File: src/rtl/core/lobd_pkg.sv
// ----------------------------------------------------------------------------
// lobd_pkg
// Shared types and constants of the LRA overdrive and brake driver.
// ----------------------------------------------------------------------------
package lobd_pkg;

   localparam int DUTY_W = 10;
   localparam int PULSE_W = 16;
   localparam int TIME_W = 32;
   localparam int MAG_W = 2 * DUTY_W;
   localparam logic [DUTY_W:0] DUTY_DIV = 11'd1023;

   typedef enum logic [1:0] {
      FUNC_TICK  = 2'd0,
      FUNC_SET   = 2'd1,
      FUNC_PULSE = 2'd2,
      FUNC_PLAIN = 2'd3
   } lobd_func_type;

   typedef enum logic [1:0] {
      CSR_DUTY_MIN    = 2'd0,
      CSR_DUTY_MAX    = 2'd1,
      CSR_BOOST       = 2'd2,
      CSR_RESPONSE_MS = 2'd3
   } lobd_csr_type;

   typedef struct packed {
      logic [DUTY_W-1:0] duty_min;
      logic [DUTY_W-1:0] duty_max;
      logic [DUTY_W-1:0] overdrive_boost;
      logic [DUTY_W-1:0] response_ms;
   } lobd_cfg_type;

   typedef struct packed {
      lobd_func_type      func;
      logic [DUTY_W-1:0]  intensity;
      logic [PULSE_W-1:0] pulse_ms;
      logic [MAG_W-1:0]   mag;
      logic               neg;
   } lobd_item_type;

   typedef struct packed {
      logic               request_taken;
      logic [1:0]         drive_state;
      logic               driver_enable;
      logic [DUTY_W-1:0]  pwm_duty;
   } lobd_result_type;

   function automatic logic before_ms(input logic [TIME_W-1:0] a,
                                      input logic [TIME_W-1:0] b);
      logic [TIME_W-1:0] diff;
      diff = a - b;
      return diff[TIME_W-1];
   endfunction

endpackage

File: src/rtl/core/lobd_map.sv
// ----------------------------------------------------------------------------
// lobd_map
// Input register and intensity scaling stage: registers each request and
// multiplies its intensity by the magnitude of the configured duty span.
// ----------------------------------------------------------------------------
module lobd_map import lobd_pkg::*; (
   input  logic               clock,
   input  logic               reset,
   input  lobd_cfg_type       cfg,
   input  logic               in_valid,
   output logic               in_ready,
   input  lobd_func_type      in_func,
   input  logic [DUTY_W-1:0]  in_intensity,
   input  logic [PULSE_W-1:0] in_pulse_ms,
   output logic               out_valid,
   input  logic               out_ready,
   output lobd_item_type      out_item
);

   logic               s1_valid_ff;
   lobd_func_type      s1_func_ff;
   logic [DUTY_W-1:0]  s1_intensity_ff;
   logic [PULSE_W-1:0] s1_pulse_ff;
   logic               s2_valid_ff;
   lobd_item_type      s2_item_ff;
   lobd_item_type      s2_item_in;
   logic               s1_ready;
   logic               s2_ready;
   logic               span_neg;
   logic [DUTY_W-1:0]  span_mag;

   assign span_neg = cfg.duty_min > cfg.duty_max;
   assign span_mag = span_neg ? (cfg.duty_min - cfg.duty_max)
                              : (cfg.duty_max - cfg.duty_min);

   assign s2_ready = !s2_valid_ff || out_ready;
   assign s1_ready = !s1_valid_ff || s2_ready;
   assign in_ready = s1_ready;

   always_comb begin
      s2_item_in.func      = s1_func_ff;
      s2_item_in.intensity = s1_intensity_ff;
      s2_item_in.pulse_ms  = s1_pulse_ff;
      s2_item_in.mag       = MAG_W'(s1_intensity_ff) * MAG_W'(span_mag);
      s2_item_in.neg       = span_neg;
   end

   always_ff @(posedge clock) begin
      if (reset) begin
         s1_valid_ff <= 1'b0;
         s2_valid_ff <= 1'b0;
      end else begin
         if (s1_ready) begin
            s1_valid_ff <= in_valid;
         end
         if (s2_ready) begin
            s2_valid_ff <= s1_valid_ff;
         end
      end
      if (s1_ready && in_valid) begin
         s1_func_ff      <= in_func;
         s1_intensity_ff <= in_intensity;
         s1_pulse_ff     <= in_pulse_ms;
      end
      if (s2_ready && s1_valid_ff) begin
         s2_item_ff <= s2_item_in;
      end
   end

   assign out_valid = s2_valid_ff;
   assign out_item  = s2_item_ff;

endmodule

File: src/rtl/core/lobd_ctrl.sv
// ----------------------------------------------------------------------------
// lobd_ctrl
// Drive state machine, millisecond clock, timers and result register.
// ----------------------------------------------------------------------------
module lobd_ctrl import lobd_pkg::*; (
   input  logic            clock,
   input  logic            reset,
   input  lobd_cfg_type    cfg,
   input  logic            in_valid,
   output logic            in_ready,
   input  lobd_item_type   in_item,
   output logic            out_valid,
   input  logic            out_ready,
   output lobd_result_type out_result
);

   typedef enum logic [1:0] {
      MODE_OFF       = 2'd0,
      MODE_OVERDRIVE = 2'd1,
      MODE_ON        = 2'd2,
      MODE_BRAKE     = 2'd3
   } mode_type;

   logic [TIME_W-1:0] now_ff, now_in;
   logic [TIME_W-1:0] next_allowed_ff, next_allowed_in;
   logic [TIME_W-1:0] phase_end_ff, phase_end_in;
   logic [TIME_W-1:0] pulse_end_ff, pulse_end_in;
   logic              pulse_armed_ff, pulse_armed_in;
   mode_type          mode_ff, mode_in;
   logic [DUTY_W-1:0] target_ff, target_in;
   logic [DUTY_W-1:0] duty_ff, duty_in;
   logic              enable_ff, enable_in;
   logic              out_valid_ff;
   lobd_result_type   result_ff, result_in;

   logic [DUTY_W-1:0] quot_hi;
   logic [DUTY_W:0]   rem_sum;
   logic [DUTY_W-1:0] quot;
   logic [DUTY_W-1:0] mapped;
   logic [DUTY_W-1:0] set_target;
   logic [DUTY_W:0]   boosted;
   logic [DUTY_W-1:0] clamp_plain;
   logic [DUTY_W-1:0] clamp_boost;
   logic [TIME_W-1:0] resp_ext;
   logic              set_en;
   logic              taken;
   logic              fire;

   // Division by 1023 of a value below 2^20: one correction step suffices.
   assign quot_hi = in_item.mag[MAG_W-1:DUTY_W];
   assign rem_sum = {1'b0, in_item.mag[DUTY_W-1:0]} + {1'b0, quot_hi};
   assign quot    = quot_hi + DUTY_W'(rem_sum >= DUTY_DIV);
   assign mapped  = in_item.neg ? (cfg.duty_min - quot)
                                : (cfg.duty_min + quot);

   assign set_target  = (in_item.func == FUNC_TICK) ? cfg.duty_min : mapped;
   assign boosted     = {1'b0, set_target} + {1'b0, cfg.overdrive_boost};
   assign clamp_plain = (set_target > cfg.duty_max) ? cfg.duty_max : set_target;
   assign clamp_boost = (boosted > {1'b0, cfg.duty_max}) ? cfg.duty_max
                                                        : boosted[DUTY_W-1:0];
   assign resp_ext    = TIME_W'(cfg.response_ms);

   assign in_ready = !out_valid_ff || out_ready;

   always_comb begin
      now_in          = now_ff;
      next_allowed_in = next_allowed_ff;
      phase_end_in    = phase_end_ff;
      pulse_end_in    = pulse_end_ff;
      pulse_armed_in  = pulse_armed_ff;
      mode_in         = mode_ff;
      target_in       = target_ff;
      duty_in         = duty_ff;
      enable_in       = enable_ff;
      set_en          = 1'b0;
      taken           = 1'b0;
      fire            = 1'b0;

      case (in_item.func)
         FUNC_TICK: begin
            now_in = now_ff + TIME_W'(1);
            fire   = pulse_armed_ff && before_ms(pulse_end_ff, now_in);
            if (fire) begin
               set_en         = 1'b1;
               pulse_armed_in = 1'b0;
            end
         end
         FUNC_SET: begin
            set_en = 1'b1;
         end
         FUNC_PULSE: begin
            pulse_end_in   = now_ff + TIME_W'(in_item.pulse_ms);
            pulse_armed_in = 1'b1;
            set_en         = 1'b1;
         end
         FUNC_PLAIN: begin
            if (in_item.intensity == '0) begin
               duty_in   = '0;
               enable_in = 1'b0;
            end else begin
               duty_in   = in_item.intensity;
               enable_in = 1'b1;
            end
            taken = 1'b1;
         end
         default: begin
         end
      endcase

      if (set_en && !before_ms(now_in, next_allowed_ff)) begin
         taken           = 1'b1;
         next_allowed_in = now_in + resp_ext;
         target_in       = set_target;
         if (set_target == cfg.duty_min) begin
            if (mode_ff != MODE_OFF) begin
               duty_in      = '0;
               mode_in      = MODE_BRAKE;
               phase_end_in = now_in + resp_ext;
            end
         end else if (mode_ff == MODE_ON) begin
            duty_in      = clamp_plain;
            phase_end_in = now_in + resp_ext;
         end else begin
            if (mode_ff == MODE_OFF) begin
               enable_in = 1'b1;
            end
            duty_in      = clamp_boost;
            mode_in      = MODE_OVERDRIVE;
            phase_end_in = now_in + resp_ext;
         end
      end

      if (in_item.func == FUNC_TICK && before_ms(phase_end_in, now_in)) begin
         phase_end_in = now_in + resp_ext;
         if (mode_in == MODE_BRAKE) begin
            duty_in   = '0;
            enable_in = 1'b0;
            mode_in   = MODE_OFF;
         end else if (mode_in == MODE_OVERDRIVE) begin
            duty_in = target_in;
            mode_in = MODE_ON;
         end
      end

      result_in.pwm_duty      = duty_in;
      result_in.driver_enable = enable_in;
      result_in.drive_state   = mode_in;
      result_in.request_taken = taken;
   end

   always_ff @(posedge clock) begin
      if (reset) begin
         now_ff          <= '0;
         next_allowed_ff <= '0;
         phase_end_ff    <= '0;
         pulse_end_ff    <= '0;
         pulse_armed_ff  <= 1'b0;
         mode_ff         <= MODE_OFF;
         target_ff       <= '0;
         duty_ff         <= '0;
         enable_ff       <= 1'b0;
         out_valid_ff    <= 1'b0;
      end else if (in_valid && in_ready) begin
         now_ff          <= now_in;
         next_allowed_ff <= next_allowed_in;
         phase_end_ff    <= phase_end_in;
         pulse_end_ff    <= pulse_end_in;
         pulse_armed_ff  <= pulse_armed_in;
         mode_ff         <= mode_in;
         target_ff       <= target_in;
         duty_ff         <= duty_in;
         enable_ff       <= enable_in;
         out_valid_ff    <= 1'b1;
      end else if (out_ready) begin
         out_valid_ff <= 1'b0;
      end
      if (in_valid && in_ready) begin
         result_ff <= result_in;
      end
   end

   assign out_valid  = out_valid_ff;
   assign out_result = result_ff;

endmodule

File: src/rtl/core/lra_overdrive_brake_driver_top.sv
// ----------------------------------------------------------------------------
// lra_overdrive_brake_driver_top
// Linear resonant actuator driver with overdrive on start and braking on stop.
// ----------------------------------------------------------------------------
// Requests enter on the req_ stream: req_tuser carries the function (tick,
// set intensity, pulse, plain set), req_tdata the intensity and pulse length.
// Every request transaction yields exactly one rsp_ transaction carrying the
// PWM duty, driver enable, drive state and whether the set was taken.
// A new request can be taken every cycle unless the response side stalls;
// throughput is one transaction per cycle, set by the state-update register.
// The three stages (input, scaling and state-update registers) each have
// their own handshake, so an empty stage keeps taking requests while a
// response waits on a stalled receiver; once all stages are full, req_tready
// drops until rsp_tready returns. Registers on the csr_ port are for the
// user to write only while no transaction is in flight; the block does not
// enforce it. Synchronous reset empties the pipeline, clears the millisecond
// clock, timers and output state, puts the driver off and loads the default
// duty range 512..1023, boost 128 and response time 30 ms.
// ----------------------------------------------------------------------------
module lra_overdrive_brake_driver_top import lobd_pkg::*; (
   input  logic        clock,
   input  logic        reset,
   input  logic        req_tvalid,
   output logic        req_tready,
   input  logic [31:0] req_tdata,   // intensity[9:0], pulse_ms[25:10]
   input  logic [1:0]  req_tuser,   // func[1:0]
   output logic        rsp_tvalid,
   input  logic        rsp_tready,
   output logic [15:0] rsp_tdata,   // pwm_duty[9:0], driver_enable[10],
                                    // drive_state[12:11], request_taken[13]
   input  logic        csr_we,
   input  logic [1:0]  csr_addr,
   input  logic [9:0]  csr_wdata
);

   lobd_cfg_type    cfg_ff;
   logic            map_valid;
   logic            map_ready;
   lobd_item_type   map_item;
   lobd_result_type result;

   always_ff @(posedge clock) begin
      if (reset) begin
         cfg_ff.duty_min        <= 10'd512;
         cfg_ff.duty_max        <= 10'd1023;
         cfg_ff.overdrive_boost <= 10'd128;
         cfg_ff.response_ms     <= 10'd30;
      end else if (csr_we) begin
         case (lobd_csr_type'(csr_addr))
            CSR_DUTY_MIN:    cfg_ff.duty_min        <= csr_wdata;
            CSR_DUTY_MAX:    cfg_ff.duty_max        <= csr_wdata;
            CSR_BOOST:       cfg_ff.overdrive_boost <= csr_wdata;
            CSR_RESPONSE_MS: cfg_ff.response_ms     <= csr_wdata;
            default: begin
            end
         endcase
      end
   end

   lobd_map u_map (
      .clock        (clock),
      .reset        (reset),
      .cfg          (cfg_ff),
      .in_valid     (req_tvalid),
      .in_ready     (req_tready),
      .in_func      (lobd_func_type'(req_tuser)),
      .in_intensity (req_tdata[9:0]),
      .in_pulse_ms  (req_tdata[25:10]),
      .out_valid    (map_valid),
      .out_ready    (map_ready),
      .out_item     (map_item)
   );

   lobd_ctrl u_ctrl (
      .clock      (clock),
      .reset      (reset),
      .cfg        (cfg_ff),
      .in_valid   (map_valid),
      .in_ready   (map_ready),
      .in_item    (map_item),
      .out_valid  (rsp_tvalid),
      .out_ready  (rsp_tready),
      .out_result (result)
   );

   assign rsp_tdata = {2'b00, result.request_taken, result.drive_state,
                       result.driver_enable, result.pwm_duty};

   a_map_hold: assert property (@(posedge clock) disable iff (reset)
      map_valid && !map_ready |=> map_valid && $stable(map_item))
      else $error("Scaled item changed while the state stage was stalled.");

   a_stall_blocks: assert property (@(posedge clock) disable iff (reset)
      rsp_tvalid && !rsp_tready |-> !map_ready)
      else $error("State stage accepted an item while the response was stalled.");

   a_reset_empty: assert property (@(posedge clock)
      $past(reset) |-> !rsp_tvalid)
      else $error("Response valid directly after reset.");

endmodule

File: config.mk
export PLATFORM = sky130hd
export DESIGN_NAME = lra_overdrive_brake_driver_top
export DESIGN_NICKNAME = d
export VERILOG_FILES = /design/src/rtl/core/lobd_pkg.sv /design/src/rtl/core/lobd_map.sv /design/src/rtl/core/lobd_ctrl.sv /design/src/rtl/core/lra_overdrive_brake_driver_top.sv
export SDC_FILE = /design/constraint.sdc
export NUM_CORES = 1
export LEC_CHECK = 0
export ABC_AREA = 0
export ABC_CLOCK_PERIOD_IN_PS = 9290
export BUFFER_PORTS_ARGS = -buffer_cell sky130_fd_sc_hd__buf_2
export CORE_MARGIN = 5
export CORE_UTILIZATION = 25
export DETAILED_ROUTE_END_ITERATION = 8
export PLACE_DENSITY = 0.51
export SETUP_SLACK_MARGIN = 0.15
export SYNTH_ARGS = -nofsm -noshare
export SYNTH_HDL_FRONTEND = slang
export SYNTH_SLANG_ARGS = --single-unit
File: constraint.sdc
create_clock -name clock -period 9.29 [get_ports clock]
set_input_delay 0.929 -clock clock [delete_from_list [all_inputs] [get_ports clock]]
set_output_delay 0.929 -clock clock [all_outputs]
set_load 0.01 [all_outputs]
### Word level (Yosys, flattened, before mapping)

Index checks and enable logic that the tools add are counted.

* $mul: 1
* $add $sub $neg: 13
* multiplexer cells: 42
* eq/ne operators: 11
* magnitude comparators: 4
* reductions and logical operators: 28

Operators with widths (count)
* $mux 32: 5
* $mux 10: 15
* $sub 32x32->32: 3
* $add 32x1->32 const B: 1
* $add 32x10->32: 1
* $add 32x16->32: 1
* $sub 10x10->10: 3
* $add 10x10->11: 2
* $gt 10x10->1: 2
* $mul 10x10->20: 1
* $mux 2: 7
* $mux 1: 13
* $eq 2x2->1 const B: 6
* $reduce_and 2->1: 6
* $ge 11x10->1 const B: 1
* $gt 11x10->1: 1
* $add 10x1->10: 1
* $add 10x10->10: 1
* $eq 10x10->1: 1
* $logic_not 10->1: 1
* $eq 2x1->1 const B: 3
* $logic_and 1x1->1: 6
* $logic_not 2->1: 3
* $reduce_bool 2->1: 3
* 6 further kinds: 12

* output and inout port bits: 18
* register bits: 286
* bits of input ports: 51
* word-level logic and storage cells: 127

### Depth between registers and ports, before layout

Gate-level depths: netlist of run 1.

* word-level depth: 15
* depth in mapped cells: 49
* depth with buffers taken out: 45

### Modules after synthesis

A second synthesis of run 1 with hierarchy kept.

* cell total of the unflattened synthesis: 2663
* area, all modules: 23518.8 um^2

Modules (own cells, without submodules)
* lobd_ctrl: area each 14998.1 um^2, instances 1, cells an instance 1882
* lobd_map: area each 6896.6 um^2, instances 1, cells an instance 623
* lra_overdrive_brake_driver_top: area each 1624.1 um^2, instances 1, cells an instance 158

### Least setup slack after synthesis of run 1

OpenSTA, ideal clock, no wires.

* kind: register to register
* start point: reg u_map.s2_item_ff (netlist bit u_map.out_item[13])
* end point: reg u_ctrl.result_ff (netlist bit u_ctrl.out_result[4]), data pin
* stages on the path, launching flop included: 44
* required time: 9031 ps
* setup time: 259 ps
* data arrival time: 8532 ps
* slack: 499 ps
* path through: edfxtp_1 -> ha_1 -> nor2b_1 -> o21ai_0 -> nand2b_1 -> a21oi_1 -> nor2b_1 -> o21ai_0 -> nand2b_1 -> a21oi_1 -> nor2b_1 -> o21ai_0 -> nand2_1 -> ha_1 -> ha_1 -> inv_1 -> ha_1 -> mux2_2 -> [... 8 more ...] -> nor3_4 -> clkbuf_1 -> buf_1 -> mux2_2 -> ha_1 -> a21o_1 -> a21o_1 -> a21o_1 -> a21oi_1 -> o21ai_0 -> a311o_1 -> a22oi_1 -> a311o_1 -> and2_1 -> mux2i_1 -> buf_2 -> o22a_1 -> or2_1

* longest elaborated chain between the ends: 15
* elaborated cells on any way between the ends: 28
* classes of those cells: add/sub: 6; order compare: 3; eq/ne: 3; mux: 15; reduce/logical: 1

RTL lines
* start: declaration: line lobd_map.sv:25 `lobd_item_type s2_item_ff;`
* start signal: assignment: line lobd_map.sv:66 `s2_item_ff <= s2_item_in;`
* $add 10x10->11: line lobd_ctrl.sv:51 `assign rem_sum = {1'b0, in_item.mag[DUTY_W-1:0]} + {1'b0, quot_hi};`
* $ge 11x10->1: line lobd_ctrl.sv:52 `assign quot = quot_hi + DUTY_W'(rem_sum >= DUTY_DIV);`
* $add 10x1->10 *: line lobd_ctrl.sv:52
* $add 10x10->10 or $sub 10x10->10 (tied branches): line lobd_ctrl.sv:54, lobd_ctrl.sv:53
* $mux 10 *: line lobd_ctrl.sv:53 `assign mapped = in_item.neg ? (cfg.duty_min - quot)`
* $mux 10 *: line lobd_ctrl.sv:56 `assign set_target = (in_item.func == FUNC_TICK) ? cfg.duty_min : mapped;`
* $add 10x10->11: line lobd_ctrl.sv:57 `assign boosted = {1'b0, set_target} + {1'b0, cfg.overdrive_boost};`
* $gt 11x10->1: line lobd_ctrl.sv:59 `assign clamp_boost = (boosted > {1'b0, cfg.duty_max}) ? cfg.duty_max`
* $mux 10: line lobd_ctrl.sv:59
* $mux 10: line lobd_ctrl.sv:120 `end else if (mode_ff == MODE_ON) begin`
* $mux 10: line lobd_ctrl.sv:114 `if (set_target == cfg.duty_min) begin`
* $mux 10: line lobd_ctrl.sv:110 `if (set_en && !before_ms(now_in, next_allowed_ff)) begin`
* $mux 10: line lobd_ctrl.sv:139 `end else if (mode_in == MODE_OVERDRIVE) begin`
* $mux 10: line lobd_ctrl.sv:135 `if (mode_in == MODE_BRAKE) begin`
* $mux 10 *: line lobd_ctrl.sv:133 `if (in_item.func == FUNC_TICK && before_ms(phase_end_in, now_in)) begin`
* via u_ctrl.duty_in[4]: line lobd_ctrl.sv:31 `logic [DUTY_W-1:0] duty_ff, duty_in;`
* end signal: assignment: line lobd_ctrl.sv:178 `result_ff <= result_in;`
* end: declaration: line lobd_ctrl.sv:34 `lobd_result_type result_ff, result_in;`

Mark *: on every way through the listed nets, which the timed path passes. The rest lies on a longest branch.
A chain may end at the register's enable or synchronous reset.

### Final worst setup path of run 1

* start point: reg u_map.s2_item_ff (netlist bit u_map.out_item[11])
* end point: reg u_ctrl.result_ff (netlist bit u_ctrl.out_result[1]), data pin

The elaborated chain is that of the path after synthesis.

==> results.py, run 1 <==
metrics = {
    "status": {
        "status": "finished clean",
    },
    "logic_synthesis": {
        "synth-edff-count": 91,
        "synth_fa_ha_area_share_pct": 19.88,
        "synthMuxAreaShare_pct": 3.845,
        "synthCells": 2611,
        "synthXorXnorAreaFrac_pct": 8.165,
        "yosys.area_share.simple_pct": 17.34,
        "synth_top_family_by_area": "adder cells",
        "synth_area_um2": 22620,
        "ys_ff_latch": 286,
        "synth-seq-area-share_pct": 29.34,
        "ys_types": 78,
        "ys_warn_count": 0,
        "synthFlopType": "dfxtp_1",
        "syn_area_per_cell_um2": 8.663,
        "synth-compound-area-share_pct": 15.74,
        "synth-async-reset-ratio_pct": 0,
    },
    "sta": {
        "finalCriticalPeriod_ps": 8587,
        "rsz0062_at_grt": "false",
        "setup_ws_ps": 703.2,
        "max_freq_mhz": 116.5,
        "slew_viol_final": 0,
        "period_share_pct": 92.43,
        "slew_headroom_pct": 24.00,
        "finalHoldViolations": 0,
        "setup_tns_ps": 0,
        "worst_pin_slew_ps": 1140,
        "hold_slack_ps": 407.9,
        "setup_violations": 0,
        "fin_skew_ps": 30.20,
    },
    "worst_hold_path": {
        "min_to": "u_map.out_item[24]$_DFFE_PP_",
        "whs_path_depth": 0,
        "hold_class": "flip-flop to flip-flop",
        "min_from": "u_map.s1_pulse_ff[3]$_DFFE_PP_",
    },
    "placed_design": {
        "dp_cells": 3806,
        "pre_cts_ws_ps": -70.89,
        "numPortBuffers": 60,
        "postPlaceCellArea_um2": 24600,
        "gp_congestion": 0.8170,
        "hpwl_mm": 49.31,
    },
    "critical_path": {
        "rr_worst_depth": 47,
        "cp.required_ps": 9610,
        "critical_path_arrival_ps": 8910,
        "critical_path.startpoint": "u_map.out_item[11]$_DFFE_PP_",
        "cp-end-kind": "flip-flop",
        "max_stage_delay_ps": 390,
        "path_class": "flip-flop to flip-flop",
        "rrSetupSlack_ps": 700,
        "rr_startpoint": "u_map.out_item[11]$_DFFE_PP_",
        "cp-start-kind": "flip-flop",
        "rr_endpoint": "u_ctrl.out_result[1]$_DFFE_PP_",
        "cpMostUsedCell": "ha_1",
        "crit_path_top_delay_cell": "edfxtp_1",
        "cp_max_fo": 16,
    },
    "clock_tree": {
        "clkSinkCount": 286,
        "clockRootBuffer": "clkbuf_16",
        "cts_tree": "built",
        "cts_buffers": 38,
        "htreeDepth": 2,
        "clk_pin_slew_worst_paths_ps": 60,
        "holdBufCountCts": 0,
        "cts_max_path_buffers": 3,
        "insertion_delay_ps": 570,
    },
    "floorplanning": {
        "start_util_pct": 25.17,
        "pin_count": 69,
        "die_area_um2": 96590,
        "core_um2": 89870,
        "die_y_um": 310.8,
        "dieWidth_um": 310.8,
        "rows": 110,
    },
    "cells_and_area": {
        "drive_gt1_share_pct": 11.20,
        "area_delta_synth_final_pct": 14.98,
        "stdcell_area_um2": 26010,
        "instances_no_fill": 3881,
        "diodes": 0,
        "utilization_pct": 28.94,
        "fin_nets": 3045,
    },
    "global_routing": {
        "grt_pass1_wl_mm": 104.2,
        "overflow": 0,
        "grt_usage_pct": 13.34,
        "antenna_found_initial": 2,
        "grt_start_max_net_pins": 96,
        "grt_pass1_vias": 18287,
    },
    "drt": {
        "drt_first_pass_iters": 5,
        "post_drt_wl_per_cell_um": 17.03,
        "via_count": 18599,
        "drt_iter0_markers": 1068,
        "vias_per_cell": 4.792,
        "wirelength_mm": 66.11,
        "ant_nets": 0,
        "drc_errors": 0,
    },
    "pwr": {
        "cellPowerDensity_nw_per_um2": 300.6,
        "total_leakage_power_nw": 10.66,
        "irDropWorstVdd_v": 0.0002975,
        "power_mw": 7.817,
    },
    "flow_run": {
        "cap_viol_max_count": 0,
    },
}
[power by group]
part           switching (mW)  leakage [nW]  internal (mW)
Clock                   0.627         0.615          0.911
Sequential             0.0792          2.44           1.57
Combinational            2.49          7.60           2.14
[flip-flops by register name, summed over array words and instances (netlist names)]
name and cells:
u_ctrl.mode_ff 2, cfg_ff 40, u_map.s1_valid_ff 1, u_ctrl.now_ff 32, u_ctrl.out_result 14, u_ctrl.pulse_armed_ff 1, u_map.out_item 49, u_ctrl.duty_ff 10
u_ctrl.pulse_end_ff 32, u_map.s1_intensity_ff 10, u_ctrl.next_allowed_ff 32, u_ctrl.target_ff 10, u_map.out_valid 1, u_ctrl.phase_end_ff 32, u_ctrl.out_valid 1, u_map.s1_pulse_ff 16
u_map.s1_func_ff 2, u_ctrl.enable_ff 1
[routing by layer]
layer  part of all wire [%]  GRT usage, %
met3                    4.4         2.398
met4                    2.3         3.251
met2                     48         23.15
met5                  0.041             0
met1                     45         17.27
[worst max-delay path, delay by kind of cell, from the launching register on]
family                     cells  cell delay (ps)
DFF                            1              390
buffers and inverters          8             1020
muxes                          3              640
xor gates and xnor gates       1              310
adders and majority gates      7             1700
AOI/OAI and AO/OA             18             3450
and+or+nand+nor               10              830
[layout by cell type, fill, tap and decap left out, types with 8 or more instances in the layout]
cell	count
o21a_1	12
a21oi_1	236
ha_1	248
nand2b_1	22
buf_2	59
nand2_1	291
a31oi_1	9
o21bai_1	18
dfxtp_1	195
nor3_1	50
or2_2	11
o22ai_1	13
xor2_1	71
clkbuf_16	40
o211ai_1	22
nand4_1	30
inv_1	200
mux2_2	44
edfxtp_1	91
fa_1	68
and2_1	46
nor2b_1	30
or4_1	8
and4_1	10
buf_4	90
o21ai_0	108
clkbuf_1	8
a21o_1	38
mux2i_1	35
xnor2_1	121
o22a_1	8
nand3_1	84
nor4_1	21
and3_1	10
a211oi_1	27
nor2_1	148
or3_1	30
[what timing repair did]
action                                  4_1_cts  5_1_grt
gates resized for setup                       0       20
buffers inserted                              2        4
pin swaps                                     1        9
endpoints found under the setup margin       54       58
hold endpoints to repair                      0        0
[synthesized netlist by cell type, types with 21 or more instances]
| cell | count | share of area [%] |
|---|---|---|
| nor2_1 | 151 | 2.5 |
| a21oi_1 | 238 | 5.3 |
| nor3_1 | 51 | 1.1 |
| inv_1 | 200 | 3.3 |
| nor4_1 | 21 | 0.58 |
| nor2b_1 | 31 | 0.86 |
| o211ai_1 | 22 | 0.73 |
| nand2b_1 | 22 | 0.61 |
| mux2_2 | 44 | 2.2 |
| xnor2_1 | 121 | 4.7 |
| o21ai_0 | 110 | 2.4 |
| a21o_1 | 38 | 1.3 |
| and2_1 | 46 | 1.3 |
| nand2_1 | 291 | 4.8 |
| clkbuf_1 | 98 | 1.6 |
| or3_1 | 30 | 0.83 |
| mux2i_1 | 36 | 1.6 |
| nand3_1 | 84 | 1.9 |
| xor2_1 | 72 | 2.8 |
| fa_1 | 69 | 6.1 |
| ha_1 | 249 | 14 |
| dfxtp_1 | 195 | 17 |
| a211oi_1 | 29 | 0.96 |
| nand4_1 | 30 | 0.83 |
| edfxtp_1 | 91 | 12 |
[worst max-delay path by stage]
stage                     slack [ps]                        endpoint  cells after the start
after floorplan                  500  u_ctrl.out_result[4]$_DFFE_PP_                     43
after global placement           -90  u_ctrl.out_result[8]$_DFFE_PP_                     46
after detailed placement         -70  u_ctrl.out_result[8]$_DFFE_PP_                     46
after CTS                        150  u_ctrl.out_result[2]$_DFFE_PP_                     45
after global routing             140  u_ctrl.out_result[8]$_DFFE_PP_                     47
final                            700  u_ctrl.out_result[1]$_DFFE_PP_                     47
[kinds of logic (layout without fill, tap and decap cells)]
logic type | count (synthesis) | in the layout
simple gates | 816 | 816
compound gates | 580 | 580
buf+inv | 329 | 422
fa+ha+maj | 318 | 318
flops | 286 | 286
xor+xnor | 200 | 200
mux | 81 | 81
other cells | 1 | 2
[layout make-up]
class,count,area (µm²)
multi-input combinational,1997,14820
timing repair buffer,153,1042
clock buffer,52,1086
clock inverter,17,195.2
fill,9606,63870
sequential,286,6636
tap,1176,1471
inverter,200,750.7
No activity file was read; power rests on OpenSTA's default activity.
==> run 2: changes to the inputs <==
--- a/config.mk
+++ b/config.mk
@@ -8,10 +8,12 @@
 export ABC_AREA = 0
 export ABC_CLOCK_PERIOD_IN_PS = 9290
 export BUFFER_PORTS_ARGS = -buffer_cell sky130_fd_sc_hd__buf_2
+export CELL_PAD_IN_SITES_DETAIL_PLACEMENT = 1
+export CELL_PAD_IN_SITES_GLOBAL_PLACEMENT = 1
 export CORE_MARGIN = 5
 export CORE_UTILIZATION = 25
 export DETAILED_ROUTE_END_ITERATION = 8
-export PLACE_DENSITY = 0.51
+export PLACE_DENSITY = 0.6
 export SETUP_SLACK_MARGIN = 0.15
 export SYNTH_ARGS = -nofsm -noshare
 export SYNTH_HDL_FRONTEND = slang
==> run 2 against run 1 <==
Sequential power about the same. Routed wire length grew 12%. Via count rose by 3.6%. Count of clock-buffer cells in the layout grew 1. Maximum frequency shrank 3.6%. Combinational power up 8.2%. Non-clock buffer count grew 56. Critical path depth increased by 2. Die area is the same. Flip-flop and latch count did not move. Largest cell class unchanged. Largest power group unchanged.
==> results.py, run 2 (same netlist as run 1, synthesis figures left out) <==
metrics = {
    "critical_path": {
        "crit_path_top_delay_cell": "o41ai_4",
        "max_stage_delay_ps": 430,
        "cp-end-kind": "flip-flop",
        "cp_max_fo": 16,
        "path_class": "flip-flop to flip-flop",
        "cp.required_ps": 9690,
        "cpMostUsedCell": "o21ai_1",
        "critical_path_arrival_ps": 9310,
        "cp-start-kind": "flip-flop",
    },
    "sta": {
        "period_share_pct": 95.84,
        "fin_skew_ps": 30.33,
        "max_freq_mhz": 112.3,
        "slew_headroom_pct": 28.42,
        "setup_tns_ps": 0,
        "slew_viol_final": 0,
        "worst_pin_slew_ps": 1074,
        "finalHoldViolations": 0,
        "setup_violations": 0,
        "hold_slack_ps": 406.8,
        "rsz0062_at_grt": "true",
        "finalCriticalPeriod_ps": 8904,
    },
    "global_routing": {
        "antenna_found_initial": 3,
        "grt_usage_pct": 14.66,
        "overflow": 0,
        "grt_start_max_net_pins": 86,
        "grt_pass1_vias": 20104,
        "grt_pass1_wl_mm": 114.1,
    },
    "drt": {
        "via_count": 19260,
        "wirelength_mm": 73.82,
        "vias_per_cell": 4.891,
        "ant_nets": 0,
        "drt_first_pass_iters": 5,
        "post_drt_wl_per_cell_um": 18.75,
        "drt_iter0_markers": 876,
        "drc_errors": 0,
    },
    "clock_tree": {
        "holdBufCountCts": 0,
        "clk_pin_slew_worst_paths_ps": 60,
        "cts_tree": "built",
        "cts_max_path_buffers": 3,
        "insertion_delay_ps": 570,
        "htreeDepth": 2,
        "clkSinkCount": 286,
        "clockRootBuffer": "clkbuf_16",
        "cts_buffers": 38,
    },
    "pwr": {
        "total_leakage_power_nw": 11.06,
        "combPwrFrac_pct": 61.5,
        "cellPowerDensity_nw_per_um2": 302.7,
        "switching_share_pct": 41.57,
        "switching_power_mw": 3.387,
        "power_mw": 8.148,
        "p_clk_share_pct": 18.3,
        "pwr-share-seq_pct": 20.2,
        "irDropWorstVdd_v": 0.0003073,
        "internal_power_mw": 4.762,
    },
    "cells_and_area": {
        "fin_nets": 3101,
        "area_delta_synth_final_pct": 19.01,
        "most-common-layout-cells": "nand2_1 (290), ha_1 (234), a21oi_1 (232)",
        "largest_register_ff_count": 49,
        "register_area_um2": 6636,
        "diodes": 0,
        "drive_gt1_share_pct": 14.99,
        "mostFrequentLayoutCell": "nand2_1",
        "fillers": 10515,
        "multi_input_area_um2": 15230,
    },
    "floorplanning": {
        "rows": 110,
        "dieWidth_um": 310.8,
        "die_area_um2": 96590,
        "die_y_um": 310.8,
        "start_util_pct": 25.17,
        "pin_count": 69,
        "core_um2": 89870,
    },
    "placed_design": {
        "hpwl_mm": 54.76,
        "numPortBuffers": 60,
        "gp_congestion": 0.8081,
    },
    "status": {
        "status": "finished clean",
    },
    "worst_hold_path": {
        "hold_class": "flip-flop to flip-flop",
    },
    "flow_run": {
        "cap_viol_max_count": 0,
    },
}
run 2: changes by cell type in the layout (fill, tap and decap cells not counted), sizes merged:
cell	change
clkinvlp	-3
buf	+53
inv	-1
clkbuf	+4
bufinv	-1
clkinv	+5
run 2: critical path: cells and delay by family, from the launching register on:
family | cells | cell delay, ps
and+or+nand+nor | 9 | 620
adders and majority gates | 7 | 1530
buffers and inverters | 10 | 1170
DFF | 1 | 410
muxes | 3 | 940
AOI/OAI and AO/OA | 19 | 3720
xor gates and xnor gates | 1 | 340
run 2: final cells by class:
type                       count  area share, %
clock buffer                  53          3.965
clock inverter                17         0.5903
inverter                     200          2.789
multi-input combinational   1997          56.56
sequential                   286          24.65
tap                         1176          5.466
timing repair buffer         209          5.973
run 2: power groups by stage:
stage,logic [mW],clock network [mW],registers [mW]
6_report,5.01,1.49,1.65
5_1_grt,5.66,1.59,1.66
4_1_cts,4.90,1.54,1.65
3_5_place_dp,4.79,0,1.67
3_3_place_gp,4.71,0,1.67
2_1_floorplan,3.47,0,1.64
run 2: path summary, 6_finish.rpt:
check,from,end,slack [ps],cells after the start
max reg2reg,u_map.out_item[11]$_DFFE_PP_,u_ctrl.phase_end_ff[14]$_SDFFE_PP0P_,390,49
max,u_map.out_item[11]$_DFFE_PP_,u_ctrl.phase_end_ff[14]$_SDFFE_PP0P_,390,49
min reg2reg,u_map.s1_pulse_ff[5]$_DFFE_PP_,u_map.out_item[26]$_DFFE_PP_,410,0
min,u_map.s1_pulse_ff[5]$_DFFE_PP_,u_map.out_item[26]$_DFFE_PP_,410,0
run 2: routing by layer:
layer | track usage (%) | vias to the layer above | share of wire [%]
met1 | 18.69 | 9565 | 45
li1 | - | 9371 | -
met3 | 1.652 | 88 | 2.9
met5 | 0 | - | 0
met4 | 3.292 | 0 | 2.4
met2 | 26.68 | 236 | 50
run 2: metrics by stage:
step	setup slack [ps]	cell area, µm²	instances	util (%)
final	386.2	26920	3938	29.95
after global routing	-41.75	26920	3938	29.95
after CTS	160.4	26280	3922	29.24
after detailed placement	-313.8	24930	3847	27.74
after global placement	-106.5	24930	3847	27.74
after floorplan	498.8	22620	2612	-
run 2: timing repair:
action / CTS / global route
gates cloned: 0 / 4
setup buffers: 5 / 12
pin swaps: 8 / 43
resized for setup: 14 / 123
endpoints found under the setup margin: 58 / 58
==> run 3: changes to the inputs <==
--- a/config.mk
+++ b/config.mk
@@ -10,8 +10,9 @@
 export BUFFER_PORTS_ARGS = -buffer_cell sky130_fd_sc_hd__buf_2
 export CELL_PAD_IN_SITES_DETAIL_PLACEMENT = 1
 export CELL_PAD_IN_SITES_GLOBAL_PLACEMENT = 1
-export CORE_MARGIN = 5
+export CORE_MARGIN = 3
 export CORE_UTILIZATION = 25
+export CTS_BUF_LIST = sky130_fd_sc_hd__clkbuf_4 sky130_fd_sc_hd__clkbuf_8
 export DETAILED_ROUTE_END_ITERATION = 8
 export PLACE_DENSITY = 0.6
 export SETUP_SLACK_MARGIN = 0.15
==> run 3 against run 2 <==
Register-to-register slack improved by 160 ps. Die area is 2.6% lower. Global-route usage grew 0.54 points. Worst setup slack better by 160 ps. Maximum frequency up 1.8%. Critical path depth stayed put. Clock skew grew 20 ps. Design area shrank 1.5%. Critical path type unchanged.
==> results.py, run 3 (same netlist as run 1, synthesis figures left out) <==
metrics = {
    "drt": {
        "drc_errors": 0,
        "post_drt_wl_per_cell_um": 18.16,
        "wirelength_mm": 71.91,
        "ant_nets": 0,
        "vias_per_cell": 4.836,
        "via_count": 19146,
        "drt_iter0_markers": 872,
        "drt_first_pass_iters": 5,
    },
    "global_routing": {
        "grt_pass1_wl_mm": 113.6,
        "antenna_found_initial": 4,
        "grt_usage_pct": 15.20,
        "grtUsageMet3_pct": 2.039,
        "overflow": 0,
        "grt_start_max_net_pins": 86,
        "use_met2_pct": 26.72,
        "use_met1_pct": 19.72,
        "grt_pass1_vias": 19999,
        "grt.busiest_layer": "met2",
    },
    "sta": {
        "slew_viol_final": 0,
        "max_freq_mhz": 114.4,
        "setup_violations": 0,
        "worst_pin_slew_ps": 1023,
        "slew_headroom_pct": 31.77,
        "setup_tns_ps": 0,
        "rsz0062_at_grt": "false",
        "fin_skew_ps": 49.87,
        "hold_slack_ps": 411.7,
        "finalCriticalPeriod_ps": 8745,
        "period_share_pct": 94.13,
        "setup_ws_ps": 545.4,
        "finalHoldViolations": 0,
    },
    "cells_and_area": {
        "most-common-layout-cells": "nand2_1 (291), ha_1 (242), a21oi_1 (233)",
        "fin_nets": 3115,
        "stdcell_area_um2": 26510,
        "largest_register_ff_count": 49,
        "area_delta_synth_final_pct": 17.21,
        "drive_gt1_share_pct": 14.86,
        "instances_no_fill": 3959,
        "mostFrequentLayoutCell": "nand2_1",
    },
    "pwr": {
        "p_clk_share_pct": 17.9,
        "irDropWorstVdd_v": 0.0002715,
        "switching_share_pct": 41.80,
        "internal_power_mw": 4.646,
        "total_leakage_power_nw": 10.97,
        "cellPowerDensity_nw_per_um2": 301.1,
        "combPwrFrac_pct": 61.5,
        "pwr-share-seq_pct": 20.6,
        "switching_power_mw": 3.337,
    },
    "clock_tree": {
        "insertion_delay_ps": 690,
        "htreeDepth": 2,
        "holdBufCountCts": 0,
        "cts_buffers": 56,
        "clockRootBuffer": "clkbuf_8",
        "cts_tree": "built",
        "clkSinkCount": 286,
        "clk_pin_slew_worst_paths_ps": 60,
        "cts_max_path_buffers": 3,
    },
    "placed_design": {
        "gp_congestion": 0.8230,
        "pre_cts_ws_ps": -337.1,
        "hpwl_mm": 53.46,
        "postPlaceCellArea_um2": 24880,
        "numPortBuffers": 60,
        "dp_cells": 3833,
    },
    "critical_path": {
        "cp_max_fo": 6,
        "critical_path_arrival_ps": 9320,
        "cp.required_ps": 9870,
        "cpMostUsedCell": "buf_4",
        "crit_path_top_delay_cell": "edfxtp_1",
        "max_stage_delay_ps": 380,
        "cp-start-kind": "flip-flop",
        "cp-end-kind": "flip-flop",
        "path_class": "flip-flop to flip-flop",
    },
    "floorplanning": {
        "pin_count": 69,
        "rows": 109,
        "start_util_pct": 25.40,
        "dieWidth_um": 306.8,
        "die_area_um2": 94120,
        "core_um2": 89060,
        "die_y_um": 306.8,
    },
    "flow_run": {
        "cap_viol_max_count": 0,
    },
    "worst_hold_path": {
        "hold_class": "flip-flop to flip-flop",
    },
    "status": {
        "status": "finished clean",
    },
}
-- run 3: power by group through the flow --
stage                     Clock, mW  Sequential (mW)  Combinational [mW]
after floorplan                   0             1.64                3.47
after global placement            0             1.67                4.67
after detailed placement          0             1.67                4.72
after CTS                      1.48             1.65                4.82
after global routing           1.54             1.65                5.62
final                          1.43             1.64                4.91
-- run 3: worst max-delay path, delay by kind of cell (launching register included) --
kind / cells / cell delay (ps)
AOI/OAI and AO/OA: 15 / 3030
adders and majority gates: 7 / 1630
buffers and inverters: 11 / 1380
DFF: 1 / 380
muxes: 4 / 1020
and+or+nand+nor: 12 / 1160
-- run 3: per-layer routing --
layer / vias to the layer above / routed length (µm)
li1: 9424 / -
met1: 9380 / 33140
met2: 261 / 34960
met3: 81 / 2449
met4: 0 / 1364
met5: - / 0
-- run 3: final cells by class --
class,instances,area (µm²)
tap,1165,1458
inverter,200,750.7
multi-input combinational,1998,15000
fill,10499,62550
antenna,1,2.502
clock inverter,19,180.2
clock buffer,86,1040
timing repair buffer,204,1445
sequential,286,6636
-- run 3: through the flow --
stage                     power, mW  utilization [%]
after CTS                     7.942            29.43
after global routing          8.811            29.77
after global placement        6.342            27.94
final                         7.982            29.77
after floorplan               5.110                -
after detailed placement      6.392            27.94
-- run 3: final timing paths --
kind | from | end | slack, ps | depth (start not counted)
worst min register to register | u_map.s1_pulse_ff[5]$_DFFE_PP_ | u_map.out_item[26]$_DFFE_PP_ | 410 | 0
worst min-delay path | u_map.s1_pulse_ff[5]$_DFFE_PP_ | u_map.out_item[26]$_DFFE_PP_ | 410 | 0
worst max register to register | u_map.out_item[11]$_DFFE_PP_ | u_ctrl.mode_ff[1]$_SDFFE_PP0P_ | 550 | 49
worst max-delay path | u_map.out_item[11]$_DFFE_PP_ | u_ctrl.mode_ff[1]$_SDFFE_PP0P_ | 550 | 49
-- run 3: repair_timing --
item / 4_1_cts / 5_1_grt
buffers inserted: 8 / 11
gates cloned: 1 / 0
pin swaps: 6 / 18
gates resized for setup: 5 / 45
endpoints found under the setup margin: 58 / 58
